**src/hw/rtl/cms_pkg.sv**
```systemverilog
// Shared constants and types of the column min-max scaler.
package cms_pkg;

   localparam int DEF_MAX_SAMPLES = 4096;
   localparam int DEF_MAX_COLUMNS = 16;

   localparam int CMD_W      = 2;
   localparam int SAMPLE_W   = 16;
   localparam int SCALED_W   = 17;
   localparam int COL_OUT_W  = 4;
   localparam int CFG_W      = 5;
   localparam int QUO_W      = 16;
   localparam int APB_DATA_W = 32;
   localparam int PADDR_W    = 3;

   localparam logic [SCALED_W-1:0] SCALED_ONE = SCALED_W'(1) << QUO_W;
   localparam logic [CFG_W-1:0]    NUM_COLUMNS_RESET = CFG_W'(1);

   typedef enum logic [CMD_W-1:0] {
      CMD_PUSH  = 2'd0,
      CMD_PULL  = 2'd1,
      CMD_CLEAR = 2'd2,
      CMD_NOP   = 2'd3
   } cmd_type;

   localparam logic [0:0] REG_NUM_COLUMNS = 1'b0;

endpackage

```
**src/hw/rtl/cms_div.sv**
```systemverilog
// Bit-serial restoring divider: one quotient bit per cycle, remainder below divisor.
module cms_div (
   input  logic                        clock,
   input  logic                        reset,
   input  logic                        start,
   input  logic [cms_pkg::QUO_W-1:0]   num,
   input  logic [cms_pkg::QUO_W-1:0]   den,
   output logic                        busy,
   output logic                        done,
   output logic [cms_pkg::QUO_W-1:0]   quo
);

   localparam int QW = cms_pkg::QUO_W;
   localparam int NW = $clog2(QW + 1);

   logic [QW-1:0] rem_ff, rem_in;
   logic [QW-1:0] den_ff, den_in;
   logic [QW-1:0] quo_ff, quo_in;
   logic [NW-1:0] cnt_ff, cnt_in;
   logic          busy_ff, busy_in;
   logic          done_ff, done_in;
   logic [QW:0]   shifted;
   logic          ge;

   always_comb begin
      shifted = {rem_ff, 1'b0};
      ge      = shifted >= {1'b0, den_ff};
      rem_in  = rem_ff;
      den_in  = den_ff;
      quo_in  = quo_ff;
      cnt_in  = cnt_ff;
      busy_in = busy_ff;
      done_in = 1'b0;
      if (start) begin
         rem_in  = num;
         den_in  = den;
         cnt_in  = NW'(QW);
         busy_in = 1'b1;
      end else if (busy_ff) begin
         rem_in = ge ? QW'(shifted - {1'b0, den_ff}) : shifted[QW-1:0];
         quo_in = {quo_ff[QW-2:0], ge};
         cnt_in = cnt_ff - NW'(1);
         if (cnt_ff == NW'(1)) begin
            busy_in = 1'b0;
            done_in = 1'b1;
         end
      end
   end

   always_ff @(posedge clock) begin
      if (reset) begin
         busy_ff <= 1'b0;
         done_ff <= 1'b0;
         cnt_ff  <= '0;
      end else begin
         busy_ff <= busy_in;
         done_ff <= done_in;
         cnt_ff  <= cnt_in;
      end
   end

   always_ff @(posedge clock) begin
      rem_ff <= rem_in;
      den_ff <= den_in;
      quo_ff <= quo_in;
   end

   assign busy = busy_ff;
   assign done = done_ff;
   assign quo  = quo_ff;

   a_rem_below_den: assert property (@(posedge clock) disable iff (reset)
      busy_ff |-> rem_ff < den_ff)
      else $error("divider remainder not below divisor");

   a_start_idle: assert property (@(posedge clock) disable iff (reset)
      start |-> !busy_ff)
      else $error("divider started while busy");

   a_start_busy: assert property (@(posedge clock) disable iff (reset)
      start |=> busy_ff)
      else $error("divider did not go busy after start");

endmodule

```
**config.mk**
```make
export PLATFORM = sky130hd
export DESIGN_NAME = cms_div
export DESIGN_NICKNAME = d
export VERILOG_FILES = /design/src/hw/rtl/cms_pkg.sv /design/src/hw/rtl/cms_div.sv
export SDC_FILE = /design/constraint.sdc
export NUM_CORES = 1
export LEC_CHECK = 0
export ABC_CLOCK_PERIOD_IN_PS = 3450
export BUFFER_PORTS_ARGS = -buffer_cell sky130_fd_sc_hd__buf_4
export CAP_MARGIN = 20
export CORE_MARGIN = 10
export CORE_UTILIZATION = 45
export DETAILED_ROUTE_END_ITERATION = 10
export HOLD_SLACK_MARGIN = 0.15
export PLACE_DENSITY_LB_ADDON = 0.2
export SLEW_MARGIN = 20
export SYNTH_ARGS = -nofsm -noshare
export SYNTH_HDL_FRONTEND = slang
export SYNTH_SLANG_ARGS = --single-unit
```
**constraint.sdc**
```tcl
create_clock -name clock -period 3.45 [get_ports clock]
set_clock_uncertainty 0.2 [all_clocks]
set_input_delay 0.69 -clock clock [delete_from_list [all_inputs] [get_ports clock]]
set_output_delay 0.69 -clock clock [all_outputs]
set_load 0.03 [all_outputs]
```
## Yosys cells after proc, flatten, opt, wreduce, memory -nomap -nowiden

Cells that the tools add are included.

- Input port bits: 35
- Register bits: 55
- Output and inout bits: 18
- Word-level logic and storage cells: 26

- Equal/unequal tests: 1
- Order comparisons: 1
- Bitwise logic cells: 2
- $add $sub $neg: 2
- Multiplexer cells: 9
- Reductions and logical operators: 4

Operator list:

| kind | number |
|---|---|
| $mux 16 | 3 |
| $ge 17x16->1 | 1 |
| $sub 16x16->16 | 1 |
| $mux 5 | 2 |
| $eq 5x1->1 const B | 1 |
| $sub 5x1->5 const B | 1 |
| $mux 1 | 4 |
| $reduce_or 3->1 | 1 |
| $not 1->1 | 2 |
| $reduce_and 2->1 | 1 |
| $reduce_bool 2->1 | 1 |
| $reduce_or 2->1 | 1 |

## Logic depth before layout (Yosys ltp)

- Word-level depth: 4
- Gate-level depth with buffers: 9
- Mapped depth without buffers: 9

## Least setup slack after synthesis

Ideal clock, no wire load.

- Path kind: reg-to-reg
- From: register rem_ff[0]
- To: register rem_ff[9] (data pin)
- Stages on the path, launching flop included: 9
- Data required time: 2975 ps
- Arrival time: 2019 ps
- Setup slack: 956 ps
- Path buffers: 1
- Clock period less this slack: 2494 ps
- Setup time: 275 ps
- Path through: edfxtp_1 ha_1 nor2b_1 o31a_1 a31o_4 o21a_4 buf_6 o2111ai_1 o311ai_2

- Cells in the longest elaborated chain, start to end: 4
- Elaborated cells between the ends (all ways): 5
- Classes of those cells: add/sub: 1; order compare: 1; mux: 3

RTL lines:

| item | RTL line | text |
|---|---|---|
| start, declared | cms_div.sv:16 | `logic [QW-1:0] rem_ff, rem_in;` |
| start signal, assigned | cms_div.sv:63 | `rem_ff <= rem_in;` |
| $sub 16x16->16 / $ge 17x16->1 (equally long branches) | cms_div.sv:40, cms_div.sv:27 |  |
| $mux 16 (*) | cms_div.sv:40 | `rem_in = ge ? QW'(shifted - {1'b0, den_ff}) : shifted[QW-1:0];` |
| $mux 16 (*) | cms_div.sv:39 | `end else if (busy_ff) begin` |
| $mux 16 (*) | cms_div.sv:34 | `if (start) begin` |
| via rem_in[9] | cms_div.sv:16 |  |

Mark *: on every way through the listed nets, which the timed path passes. The rest lies on a longest branch. The select of a mux whose other input is x is not followed.
A chain may end at the register's enable or synchronous reset.

## Worst setup path in the final report

- From: register rem_ff[13]
- To: register rem_ff[9] (data pin)

- Cells in the longest elaborated chain, start to end: 4

RTL lines:

| item | RTL line | text |
|---|---|---|
| $ge 17x16->1 | cms_div.sv:27 | `ge = shifted >= {1'b0, den_ff};` |
| via ge | cms_div.sv:23 | `logic ge;` |
| $mux 16 | cms_div.sv:40 |  |
| $mux 16 | cms_div.sv:39 |  |
| $mux 16 | cms_div.sv:34 |  |
| via rem_in[9] | cms_div.sv:16 |  |

The timed path passes the listed nets, and every way through them passes these cells. The select of a mux whose other input is x is not followed.

==> results.cfg <==
[status]
status = finished, final reports clean

[pwr]
p_comb_share_pct = 39.3
pwr-share-clk_pct = 20.3
p_int_mw = 1.402
p_per_area_nw_per_um2 = 587.5
vdd_drop_max_mv = 0.2543
power_frac_seq_pct = 40.4
power.leakage_nw = 1.521
p_switching_mw = 0.7760
switching_share_pct = 35.63

[critical_path]
critPathBufInv = 1
worstPathCellList = ha_1 -> a21o_1 -> a211oi_1 -> o21ai_2 -> nor2_4 -> inv_1 -> o311ai_2
cp.arrival_ns = 2.82
path_max_fanout = 11
critical-path-top-delay-family = compound AO/OA/AOI/OAI gates
slowest_stage = a211oi_1
crit_type = register to register
required_ns = 3.37
cp_slowest_stage_delay_ns = 0.46
start_kind = register
critPathCaptureType = register

[synthesis]
synth_edf_count = 48
synthCells = 285
synth_top_area_cell = edfxtp_1
synthDistinctLibCells = 54
yosys_warnings = 0
synth_area_um2 = 3120
ys.flop_type = edfxtp_1
synth_seq_cells = 55
synth_top_area_share_pct = 46.19
ys_seq_area_share_pct = 50.68
syn_nets = 339
synth_async_sr_flop_share_pct = 0
synth_area_per_cell_um2 = 10.95
synth.top_cells.by_area = edfxtp_1 (46%), ha_1 (7.2%), dfxtp_1 (4.5%)

[grt]
grt_overflow_total = 0
antenna_found_initial = 0
grt_start_max_net_pins = 51
grt_use_total_pct = 13.91
grt_pass1_wl_mm = 11.79
grt_pass1_vias = 2348

[drt]
drt-total-wl_mm = 7.219
top_layer_used = met4
drcViolationCount = 0
routedWlPerCell_um = 17.19
met3_wirelength_um = 411
wl_met2_mm = 3.400
ant_nets = 0
wl_met1_mm = 3.318
via_per_inst = 5.655
vias = 2375
drt_first_iter_violations = 167
dr.pass1.iters = 4

[floorplanning]
die_area_um2 = 10670
num_io_pins = 53
start_util_pct = 46.19
rows = 30
die_h_um = 103.3
core_um2 = 6756
fp.dieW_um = 103.3

[cts]
cts_setup_buffers = 0
cts_made_buffers = 5
ctsHoldBuffers = 0
cts_resized = 0
cts_root_buf = clkbuf_8
cts_buffer_depth = 2
clk_pin_slew_ns = 0.10
cts.sink_count = 55
ctsHtreeMaxLevel = 2
clock_latency_ns = 0.31
cts_tree = yes

[sta]
slew-limit-headroom_pct = 59.42
grt_setup_unrepaired = no
fin_setup_tns_ns = 0
fin_crit_ns = 2.903
period_share_pct = 84.13
max_slew.worst_pin.slew_ns = 0.6087
slew_violations = 0
finalSetupViolations = 0
clock.fmax_ghz = 0.3445
finalHoldViolations = 0

[placement]
place_inst = 412
io_buffers = 52
dp.final_hpwl_mm = 5.338
finalWeightedCongestion = 0.8911

[layout]
diodes = 0
area_delta_synth_final_pct = 18.81
fin_nets = 393
fill_cells = 615
stdcell_count = 420
final_util_pct = 54.87
drive_above_1_share_pct = 23.53

[hold_path]
hp-class = register to register

[job]
cap_violations = 0
## layout by cell type (no fill, tap or decap), types with 3 or more instances in the layout
cell type	instances
ha_1	18
a31oi_1	8
o31a_1	3
buf_4	56
inv_1	28
o21a_1	6
nor2_1	15
o41ai_2	4
nor3_1	12
o21ai_0	21
xnor2_1	5
nand4_1	4
nand2b_1	4
nand2_1	15
a21oi_1	11
clkbuf_8	5
nand3_1	6
nor2b_1	3
a41oi_1	3
and3_1	4
dfxtp_1	7
xor2_1	8
and2_1	4
edfxtp_1	48
## sequential cells by signal (all words and copies together) (netlist names)
| signal | cells |
|---|---|
| rem_ff | 16 |
| busy | 1 |
| done | 1 |
| den_ff | 16 |
| cnt_ff | 5 |
| quo | 16 |
## kinds of logic after synthesis
family	count (synthesis)	synth area share (%)
xor+xnor	13	3.649
buf+inv	37	4.811
flops	55	50.68
compound gates	80	19.13
fa+ha+maj	19	7.859
simple gates	81	13.87
## worst reg2reg max path, cell delays in order, from the launching register on
cell	delay, ns
edfxtp_1	0.43
ha_1	0.41
a21o_1	0.22
a211oi_1	0.46
o21ai_2	0.31
nor2_4	0.23
inv_1	0.16
o311ai_2	0.29
## power by group through the flow
stage	Clock, mW	Sequential (mW)	Combinational (mW)
2_1_floorplan	0	0.896	0.621
3_3_place_gp	0	0.891	0.830
3_5_place_dp	0	0.895	0.841
4_1_cts	0.450	0.880	0.845
5_1_grt	0.478	0.890	0.949
6_report	0.443	0.879	0.856
## cell usage after synthesis, types with 5 or more instances
master and n:
nor2_1 15, o21ai_0 21, nand3_1 6, edfxtp_1 48, nor3_1 12, xnor2_1 5
ha_1 18, clkbuf_1 5, nand2_1 15, o21a_1 6, a31oi_1 8, inv_1 28
dfxtp_1 7, xor2_1 8, a21oi_1 11
## final cells by class
cell class	instances	area, um^2	area share (%)
Inverter	28	105.1	2.835
Multi-Input combinational cell	193	1389	37.46
Clock inverter	2	38.79	1.046
Sequential cell	55	1582	42.66
Tap cell	80	100.1	2.700
Timing Repair Buffer	56	420.4	11.34
Clock buffer	6	72.57	1.957
## worst paths after layout
check / from / slack (ns) / depth (start not counted) / end
worst max-delay path: rem_ff[13] / 0.55 / 7 / rem_ff[9]
worst max register to register: rem_ff[13] / 0.55 / 7 / rem_ff[9]
worst min register to register: quo[5] / 0.26 / 0 / quo[6]
worst min-delay path: quo[5] / 0.26 / 0 / quo[6]
## routing by layer
| layer | track usage (%) | vias to the layer above |
|---|---|---|
| met3 | 3.522 | 9 |
| li1 | - | 1183 |
| met1 | 18.52 | 1120 |
| met2 | 21.89 | 63 |
| met5 | 0 | - |
| met4 | 3.850 | 0 |
## stage by stage
step                cell area (um^2)  power [mW]  worst slack [ns]  hold WS, ns
detailed placement              3596       1.736            0.6418       0.2390
floorplan                       3120       1.516            0.9561       0.2683
global route                    3707       2.317            0.4509       0.2784
finish                          3707       2.178            0.5474       0.2598
global placement                3596       1.721            0.6432       0.2328
CTS                             3707       2.176            0.6069       0.2645
(Power assumes the default switching activity.)
