## src/hw/rtl/cms_ram.sv

```systemverilog
// Generic single-write, single-read RAM with registered read data.
module cms_ram #(
   parameter int WIDTH = 16,
   parameter int DEPTH = 16
) (
   input  logic                                  clock,
   input  logic                                  we,
   input  logic [(DEPTH > 1 ? $clog2(DEPTH) : 1)-1:0] waddr,
   input  logic [WIDTH-1:0]                      wdata,
   input  logic [(DEPTH > 1 ? $clog2(DEPTH) : 1)-1:0] raddr,
   output logic [WIDTH-1:0]                      rdata
);

   logic [WIDTH-1:0] mem_ff [DEPTH];
   logic [WIDTH-1:0] rdata_ff;

   always_ff @(posedge clock) begin
      if (we) begin
         mem_ff[waddr] <= wdata;
      end
      rdata_ff <= mem_ff[raddr];
   end

   assign rdata = rdata_ff;

endmodule

```

## config.mk

```make
export PLATFORM = sky130hd
export DESIGN_NAME = cms_ram
export DESIGN_NICKNAME = d
export VERILOG_FILES = /design/src/hw/rtl/cms_ram.sv
export SDC_FILE = /design/constraint.sdc
export NUM_CORES = 1
export LEC_CHECK = 0
export ABC_AREA = 1
export BUFFER_PORTS_ARGS = -buffer_cell sky130_fd_sc_hd__clkbuf_2
export CAP_MARGIN = 20
export CORE_ASPECT_RATIO = 0.7
export CORE_UTILIZATION = 25
export CTS_BUF_LIST = sky130_fd_sc_hd__clkbuf_4
export CTS_CLUSTER_DIAMETER = 100
export DETAILED_ROUTE_END_ITERATION = 8
export PLACE_DENSITY = 0.45
export SETUP_SLACK_MARGIN = 0.3
export SLEW_MARGIN = 25
export SYNTH_ARGS = -nofsm -noshare
export SYNTH_HDL_FRONTEND = slang
export SYNTH_SLANG_ARGS = --single-unit
```

## constraint.sdc

```tcl
create_clock -name clock -period 1.5 [get_ports clock]
set_clock_uncertainty 0.15 [all_clocks]
set_input_delay 0.15 -clock clock [delete_from_list [all_inputs] [get_ports clock]]
set_output_delay 0.15 -clock clock [all_outputs]
set_load 0.02 [all_outputs]
```

# Word level (Yosys, flattened, before mapping)
# Memories as Yosys holds them, arrays and structs flattened. A register that Yosys moved wholly into a read port is not among the register bits.
# Index checks and enable logic that the tools add are counted.
# W data, S select, Z words.
[classes] mux=2
[ops] op="$mux W1" count=2
[word_totals] register_bits=0 mem_count=1 ram_bits=256 input_bits=26 output_inout_bits=16 word_cells=3
[memory_table] name="mem_ff" depth=16 width=16 rd=1 rd_clocked_by_memory_dff=1 write_ports=1 line="14" source="logic [WIDTH-1:0] mem_ff [DEPTH];"

# Logic depth before layout (Yosys ltp)
# Gate-level depths: netlist of run 1.
[depth] word_depth=2 depth_mapped=9 ltp_nobuf=7

# Least setup slack after synthesis of run 1
# OpenSTA, ideal clock, no wires.
[synth_timing] kind="input port to flip-flop" from="in waddr[2] in the netlist's numbering" to="mem mem_ff[10][0], enable pin" t_arrival_ns=1.061 setup_time_ns=0.388 required_ns=0.962 n_path_buf=0 cell_stages=2 setup_slack_ns=-0.100 path_cell_list="nand3b_1 -> nor2_1"
[synth_rtl] element="start, declared" line="8" source="input logic [(DEPTH > 1 ? $clog2(DEPTH) : 1)-1:0] waddr,"
[synth_rtl] element="end, declared" line="14"
# Straight into the memory's write port.

# Final worst setup path of run 1
[layout_timing] from="reg rdata_ff[3], in the netlist rdata[3] (read register of mem_ff)" to="out rdata[3]"
[layout_rtl] element="start, declared" line="15" source="logic [WIDTH-1:0] rdata_ff;"
[layout_rtl] element="end, declared" line="11" source="output logic [WIDTH-1:0] rdata"
# No word-level cell between the ends.

==> results of run 1 <==
layout by cell type (no fill, tap or decap), types with 2 or more instances in the layout:
master / netlist / layout
buf_12: 0 / 31
buf_4: 18 / 22
buf_6: 3 / 3
buf_8: 0 / 16
bufinv_16: 0 / 3
clkbuf_16: 0 / 2
clkbuf_2: 0 / 22
clkbuf_4: 0 / 100
clkinv_1: 0 / 14
dfxtp_2: 0 / 11
dfxtp_4: 0 / 5
dlygate4sd3_1: 0 / 26
dlymetal6s4s_1: 0 / 3
edfxtp_1: 256 / 256
inv_1: 196 / 194
inv_2: 2 / 3
inv_4: 0 / 3
nand2_1: 341 / 335
nand2_2: 0 / 2
nand2_4: 0 / 4
nand3_1: 193 / 184
nand3_2: 0 / 8
nand3b_1: 2 / 2
nor2_4: 0 / 16
state kept, by name, indices dropped and copies added (netlist names):
signal	flops
mem_ff	256
rdata	16
power by group through the flow:
stage,combinational [mW],clock [mW],sequential [mW]
floorplan,0.602,0,8.76
global placement,1.21,0,8.72
detailed placement,1.21,0,8.72
CTS,1.34,6.89,8.57
global route,1.53,7.27,8.59
finish,1.39,6.65,8.58
metal layers:
layer	vias to the layer above	global-route usage, %	wire, microns	part of all wire, %
met1	3665	21.5	17200	53
met3	43	3.45	1530	4.7
met4	0	4.33	455	1.4
met5	-	0	0	0
met2	182	19.0	13300	41
li1	3803	-	-	-
cell families (layout without fill, tap and decap cells):
kind of cell / count (synthesis) / count (layout)
buf+inv: 249 / 443
flops: 272 / 272
other cells: 0 / 1
simple gates: 553 / 553
cells in the mapped netlist, drive strengths merged:
cell | number | area share, %
edfxtp | 256 | 68
nand3 | 193 | 8.5
clkbuf | 10 | 0.33
nor2 | 17 | 0.56
nand3b | 2 | 0.13
inv | 198 | 6.5
dfxtp | 16 | 2.8
nand2 | 341 | 11
buf | 41 | 2.4
metrics by stage:
step | power (mW) | setup TNS [ns] | instances | setup WS (ns) | hold WS [ns]
floorplan | 9.36 | 0 | 1074 | 0.121 | 0.0989
global placement | 9.93 | -0.00244 | 1710 | -0.00244 | 0.403
detailed placement | 9.93 | -0.0117 | 1710 | -0.0117 | 0.380
CTS | 16.8 | -1.18 | 1856 | -0.120 | 0.124
global route | 17.4 | -0.930 | 1863 | -0.0991 | 0.119
finish | 16.6 | -0.00587 | 1863 | -0.00587 | 0.151
area by class of cell:
type | count | area share, %
well taps | 594 | 5.13
flip-flops and latches | 272 | 55.5
diodes | 1 | 0.0173
repair buffers | 126 | 10.5
inverters | 198 | 5.18
clock buffers | 100 | 5.18
clock inverters | 19 | 1.04
multi-input cells | 553 | 17.5
how the worst max path moves through the flow:
stage                    endpoint  slack (ns)  startpoint  depth (start not counted)
floorplan           mem_ff[10][0]        0.12    waddr[2]                          2
global placement        rdata[10]      -0.002    raddr[0]                          9
detailed placement      rdata[10]       -0.01    raddr[0]                          9
CTS                      rdata[3]       -0.12    rdata[3]                          1
global route             rdata[3]        -0.1    rdata[3]                          1
finish                   rdata[3]      -0.006    rdata[3]                          1
what timing repair did:
| item | in CTS | in global routing |
|---|---|---|
| cloned | 0 | 2 |
| setup endpoints to repair | 16 | 247 |
| hold buffers | 27 | 3 |
| pin swaps | 0 | 4 |
| hold endpoints to repair | 480 | 2 |
| resized for setup | 50 | 46 |
| setup buffers | 0 | 2 |
worst reg2reg max path, cell delays in order, from the launching register on:
cell      delay, ns
edfxtp_1       0.36
inv_1          0.06
nand2_1        0.04
nand3_1        0.11
nand3_1        0.08
nand3_1        0.10
nand2_2        0.08
==> metrics, run 1 <==
peak supply drop=between 600 and 700 uV; syn_nets=1,100; WL/cell=17.4 microns; final worst setup slack=-0.00587 ns; row cnt=64; crit-path leading delay family=flip-flops; Worst Max-Slew Pin Slew=0.378 ns; Die Y=181 microns; CTS HTree Levels=3; R2R setup slack=0.40 ns; Die ar.=0.0464 sq mm; Post-Syn Area=0.0114 sq mm; Design Area, Final=around 0.014 sq mm; Crit. End Element=output pin; DP Wirelength=18,400 microns; f_max=664 MHz; largest net degree at the start of global routing=49; CP max FO=1; reg2reg start=mem_ff[3][10]; max_cap viols=0; Hold Path Stages=6; CTS tree=built; vias=7,693; Worst EP required=1.20 ns; wire length of the first global-routing pass=approximately 48,000 microns; DRT Pass-1 Iters=7; DP Area=0.0129 sq mm; final RePlAce weighted congestion=about 0.75; clock latency at the later pin of the worst-skew pair=0.73 ns; Inserted Clock Buffers=66; clock sink total=272; relative slew slack=74.8%; core area=0.0443 sq mm; Hold EP=mem_ff[0][14]; fin util=between 30% and 40%; PD cells=1150 mW/mm^2; post-synthesis mux area share=0%; Synth Area in Simple Gates=20.4%; drt via density=4.13; sequential fraction of the synthesis area=70.4%; Clock transition at path regs=0.07 ns; startpoint types=flip-flop; total wire length=roughly 32,000 microns; final net count=about 1,200; CP Cell Sequence=buf_8; Initial Utilization=25.7%; largest family of logic cells by synthesized area=simple AND/OR/NAND/NOR gates; worst setup path category=reg -> out; violated checks=negative setup slack; YS warnings=0; RSZ-0062 raised after global routing=yes; clock power share=40.0%; Crit path largest cell delay=0.37 ns; Seq cells post-synth=~270; initial antenna violation count=1; die width=roughly 260 microns; vias in the first global route=about 7,500; PortBufs=41; root buffer cell=clkbuf_4; syn_area_per_cell=10.6 sq um; Leakage=6.12 nW; clock tree buffer depth=3; fin crit share=100%; internal cell power=12.6 mW; Slew Limit Fails=0; Iter 0 DRT Violations=a little under 600; final hold vios=0; Reg-to-Reg End=rdata[10]; Synth Area in Adders=0%; Seq pwr share=51.6%; Slowest-stage cell, CP=dfxtp_4; switch share=24.2%; Layout fillers=4,566; Worst Path Arrival=1.21 ns; post-synthesis xor/xnor area fraction=0%; multi-input logic area=0.00253 sq mm; post-synthesis compound-gate area fraction=0%; Hold Crit Start=waddr[3]; Synth Instances=1,074; layout cells sized above 1=between 20% and 30%; net switching power figure=4.02 mW; hold crit path type=in -> reg; Final min period=1.51 ns; Area Growth Syn to Fin=27.4%; Netlist cell types=13; DR DRC count=0; R2R cell count=6; register area=slightly above 0.008 sq mm; Finish-stage setup viols=1; gr usage total=14.0%; post-route ant nets=0; Logic pwr share=8.4%; status=finished, violations left; Buf+Inv Stages, Crit Path=1; global route overflow=0; I/O pins=42
Power figures use the tool's default switching activity.
==> run 2: changes to the inputs <==
--- a/config.mk
+++ b/config.mk
@@ -8,14 +8,12 @@
 export ABC_AREA = 1
 export BUFFER_PORTS_ARGS = -buffer_cell sky130_fd_sc_hd__clkbuf_2
 export CAP_MARGIN = 20
-export CORE_ASPECT_RATIO = 0.7
 export CORE_UTILIZATION = 25
 export CTS_BUF_LIST = sky130_fd_sc_hd__clkbuf_4
 export CTS_CLUSTER_DIAMETER = 100
 export DETAILED_ROUTE_END_ITERATION = 8
 export PLACE_DENSITY = 0.45
-export SETUP_SLACK_MARGIN = 0.3
-export SLEW_MARGIN = 25
+export SETUP_SLACK_MARGIN = 0.15
 export SYNTH_ARGS = -nofsm -noshare
 export SYNTH_HDL_FRONTEND = slang
 export SYNTH_SLANG_ARGS = --single-unit
==> run 2 against run 1 <==
  * The run still ends with negative setup slack left
  * Non-clock buffer count down 12
  * Total power up 1.2%
  * Sequential cell count is the same
  * Critical endpoint is now rdata[10]
==> metrics, run 2 (synthesis results as in run 1) <==
Logic pwr share=under 10%; Die ar.=0.0464 sq mm; largest net degree at the start of global routing=65; Top reg by flops=mem_ff; PD cells=around 1200 mW/mm^2; CP max FO=1; CTS HTree Levels=3; Iter 0 DRT Violations=approximately 440; Slowest-stage cell, CP=dfxtp_4; crit-path leading delay family=flip-flops; Worst Path Arrival=about 1.2 ns; net switching power figure=4.02 mW; Die Y=215 microns; I/O pins=42; Final min period=1.50 ns; clock tree buffer depth=3; max reg flops=256; WL/cell=16.7 microns; Leakage=about 6.1 nW; most frequent cells in the layout=341 x nand2_1, 256 x edfxtp_1, 196 x inv_1; core area=0.0446 sq mm; clock power share=41.2%; R2R cell count=6; vias in the first global route=~7,600; initial antenna violation count=2; startpoint types=flip-flop; total wire length=about 31,000 microns; Worst Max-Slew Pin Slew=0.428 ns; final worst setup slack=-0.000968 ns; RSZ-0062 raised after global routing=yes; Seq pwr share=51.1%; final RePlAce weighted congestion=around 0.75; worst hold margin=0.109 ns; most common cell after layout, fill and taps aside=nand2_1; global route overflow=0; PortBufs=41; DRT Pass-1 Iters=5; CP Cell Sequence=buf_8; DP Wirelength=18,500 microns; post-route ant nets=0; root buffer cell=clkbuf_4; Slew Limit Fails=0; Clock transition at path regs=around 0.060 ns; Crit path largest cell delay=0.38 ns; Design Area, Final=0.0142 sq mm; Buf+Inv Stages, Crit Path=1; Finish-stage setup viols=1; row cnt=between 70 and 80; DP Area=about 0.013 sq mm; violated checks=negative setup slack; fin crit share=100%; relative slew slack=71.4%; Crit. End Element=output pin; Layout fillers=4,596; layout cells sized above 1=roughly a fifth; final net count=1,243; status=finished, violations left; drt via density=4.15; worst setup path category=reg -> out; peak supply drop=331 uV; hold crit path type=in -> reg; max_cap viols=0; Area Growth Syn to Fin=24.5%; Initial Utilization=25.5%; die width=215 microns; internal cell power=around 13 mW; Power Total=16.8 mW; Inserted Clock Buffers=78; wire length of the first global-routing pass=47,500 microns; Post-CTS Setup Repair Bufs=0; WP depth=1; final hold vios=0; gr usage total=about 14%; CTS tree=built; f_max=roughly 670 MHz; Hold Path Stages=4; DR DRC count=0; vias=7,779; clock sink total=272; clock latency at the later pin of the worst-skew pair=0.70 ns; Worst EP required=1.20 ns; switch share=23.9%
run 2: cell count changes in the layout (fill, tap and decap cells not counted), moves of 4 or more:
| cell | previous run | this run |
|---|---|---|
| nand2_1 | 335 | 341 |
| nand3_1 | 184 | 193 |
| buf_4 | 22 | 30 |
| nand2_4 | 4 | 0 |
| nor2_4 | 16 | 1 |
| clkinv_1 | 14 | 10 |
| nor2_2 | 1 | 15 |
| nand3_2 | 8 | 0 |
| dlygate4sd3_1 | 26 | 22 |
| buf_12 | 31 | 21 |
| clkbuf_4 | 100 | 127 |
run 2: timing repair:
action,4_1_cts,5_1_grt
gates resized for setup,53,18
cloned,0,1
setup endpoints to repair,16,17
endpoints found under the hold margin,292,0
hold buffers,22,0
run 2: power by group through the flow:
stage	sequential, mW	combinational [mW]	clock [mW]
CTS	8.58	1.31	7.25
detailed placement	8.72	1.19	0
finish	8.59	1.30	6.93
global placement	8.72	1.19	0
global route	8.60	1.44	7.61
floorplan	8.76	0.579	0
run 2: tightest hold or removal path, delay by kind of cell:
kind | cells | cell delay (ns)
buffers and inverters | 2 | 0.31
and+or+nand+nor | 2 | 0.32
run 2: area by class of cell:
| class | instances | area (sq um) | area share [%] |
|---|---|---|---|
| Antenna cell | 1 | 2.50 | 0.0177 |
| Clock buffer | 127 | 953 | 6.73 |
| Clock inverter | 16 | 61.3 | 0.433 |
| Inverter | 198 | 748 | 5.28 |
| Multi-Input combinational cell | 553 | 2370 | 16.7 |
| Sequential cell | 272 | 8040 | 56.8 |
| Tap cell | 592 | 741 | 5.23 |
| Timing Repair Buffer | 114 | 1250 | 8.83 |
run 2: per-layer routing:
metal / share of wire, % / track usage [%]
met5: 0.022 / 0
met1: 47 / 18.6
met3: 4.7 / 3.17
met2: 47 / 21.6
met4: 2.0 / 5.13
run 2: final timing paths:
| check | from | endpoint | slack (ns) |
|---|---|---|---|
| worst max-delay path | rdata[10] | rdata[10] | -0.001 |
| worst min-delay path | we | mem_ff[2][11] | 0.11 |
| worst max register to register | mem_ff[1][5] | rdata[5] | 0.26 |
| worst min register to register | mem_ff[5][4] | rdata[4] | 0.50 |
run 2: stage by stage:
step                setup slack (ns)  std cells  utilization, %  setup TNS [ns]
floorplan                    -0.0778       1074               -           -9.11
global placement             -0.0721       1706            28.5           -5.34
detailed placement           -0.0684       1706            28.5           -6.44
CTS                           -0.128       1871            31.6           -1.09
global route                 -0.0921       1873            31.8          -0.809
finish                     -0.000968       1873            31.8       -0.000968
==> run 3: changes to the inputs <==
--- a/config.mk
+++ b/config.mk
@@ -13,7 +13,6 @@
 export CTS_CLUSTER_DIAMETER = 100
 export DETAILED_ROUTE_END_ITERATION = 8
 export PLACE_DENSITY = 0.45
-export SETUP_SLACK_MARGIN = 0.15
 export SYNTH_ARGS = -nofsm -noshare
 export SYNTH_HDL_FRONTEND = slang
 export SYNTH_SLANG_ARGS = --single-unit
==> run 3 against run 2 <==
  * Total power rose by 0.61%
  * Via count is 2.1% lower
  * Sequential power barely moved
  * The flow now finishes without violations
  * Global-route usage is 0.47 points lower
  * Setup slack better by 0.035 ns
  * Design area increased by 0.57%
  * Maximum frequency grew 2.4%
  * Utilization is 0.18 points higher
==> metrics, run 3 (synthesis results as in run 1) <==
Placement Setup Slack=0.0440 ns; fin crit share=97.8%; CTS tree=built; vias=between 7,000 and 8,000; WL/cell=16.3 microns; post-route ant nets=0; root buffer cell=clkbuf_4; die width=around 220 microns; Area Growth Syn to Fin=25.2%; DR DRC count=0; PortBufs=slightly above 40; multi-input logic area=about 0.0024 sq mm; crit-path leading delay family=flip-flops; Clock transition at path regs=about 0.07 ns; DP Wirelength=18,400 microns; register area=between 0.008 and 0.009 sq mm; cell count after placement=approximately 1,700; f_max=682 MHz; Crit. End Element=output pin; Worst Path Arrival=1.17 ns; row cnt=77; most frequent cells in the layout=341 x nand2_1, 256 x edfxtp_1, 196 x inv_1; DP Area=~0.013 sq mm; Initial Utilization=25.5%; drt via density=4.08; relative slew slack=a little under three quarters; initial antenna violation count=1; Top reg by flops=mem_ff; clock tree buffer depth=3; Crit path largest cell delay=about 0.39 ns; worst setup path category=reg -> out; max_cap viols=0; final worst setup slack=approximately 0.034 ns; Die ar.=roughly 0.046 sq mm; CP Cell Sequence=buf_8; max reg flops=256; global route overflow=0; Final min period=1.47 ns; vias in the first global route=7,566; Design Area, Final=0.0142 sq mm; Worst EP required=1.20 ns; Slowest-stage cell, CP=dfxtp_4; hold crit path type=in -> reg; Iter 0 DRT Violations=384; final RePlAce weighted congestion=0.761; Die Y=215 microns; final hold vios=0; wire length of the first global-routing pass=46,100 microns; gr usage total=approximately an eighth; Post-CTS Setup Repair Bufs=0; PD cells=1190 mW/mm^2; DRT Pass-1 Iters=5; core area=about 0.045 sq mm; RSZ-0062 raised after global routing=yes; Power Total=16.9 mW; largest net degree at the start of global routing=51; status=finished clean; layout cells sized above 1=between 10% and 20%; clock sink total=272; CTS HTree Levels=3; Final TNS setup=0 ns; startpoint types=flip-flop; most common cell after layout, fill and taps aside=nand2_1; total wire length=30,300 microns; Worst Max-Slew Pin Slew=roughly 0.42 ns; Inserted Clock Buffers=72; final net count=1,246; final non-filler cell total=1,866; clock latency at the later pin of the worst-skew pair=0.67 ns; I/O pins=42; peak supply drop=around 500 uV; CP max FO=1; Slew Limit Fails=0; Leakage=approximately 6.1 nW; Layout fillers=roughly 4,600; Finish-stage setup viols=0; Buf+Inv Stages, Crit Path=1
run 3: where the power goes:
group	leakage (nW)	switching [mW]	total, mW	internal (mW)
sequential	2.45	0.0881	8.59	8.50
clock	0.582	3.00	7.02	4.02
combinational	3.02	0.808	1.31	0.505
total	6.05	3.90	16.9	13.0
run 3: final timing paths:
kind	end	from	depth (start not counted)	slack (ns)
setup / recovery	rdata[1]	rdata[1]	1	0.03
hold / removal	mem_ff[0][13]	wdata[13]	2	0.35
setup reg to reg	rdata[5]	mem_ff[3][5]	6	0.29
hold reg to reg	rdata[11]	mem_ff[7][11]	6	0.49
run 3: layout make-up:
cell class	count	share of cell area (%)
clock inverters	24	1.57
repair buffers	123	9.52
well taps	592	5.20
multi-input cells	553	16.6
clock buffers	103	5.43
diodes	1	0.0176
inverters	198	5.23
flip-flops and latches	272	56.4
run 3: stage by stage:
| stage | util [%] | hold WS (ns) |
|---|---|---|
| 6_report | 31.9 | 0.348 |
| 5_1_grt | 31.9 | 0.306 |
| 4_1_cts | 31.9 | 0.298 |
| 3_5_place_dp | 28.7 | 0.433 |
| 3_3_place_gp | 28.7 | 0.432 |
| 2_1_floorplan | - | 0.0989 |
run 3: repair_timing:
item / in CTS / in global routing
pin swaps: 0 / 0
hold buffers: 25 / 0
hold endpoints to repair: 357 / 0
gates resized for setup: 51 / 16
setup endpoints to repair: 16 / 14
run 3: metal layers:
metal | global-route usage (%) | share of wire, % | up-vias
li1 | - | - | 3803
met1 | 18.1 | 47 | 3603
met2 | 20.9 | 46 | 163
met3 | 3.14 | 5.0 | 44
met4 | 4.26 | 1.6 | 0
met5 | 0 | 0 | -
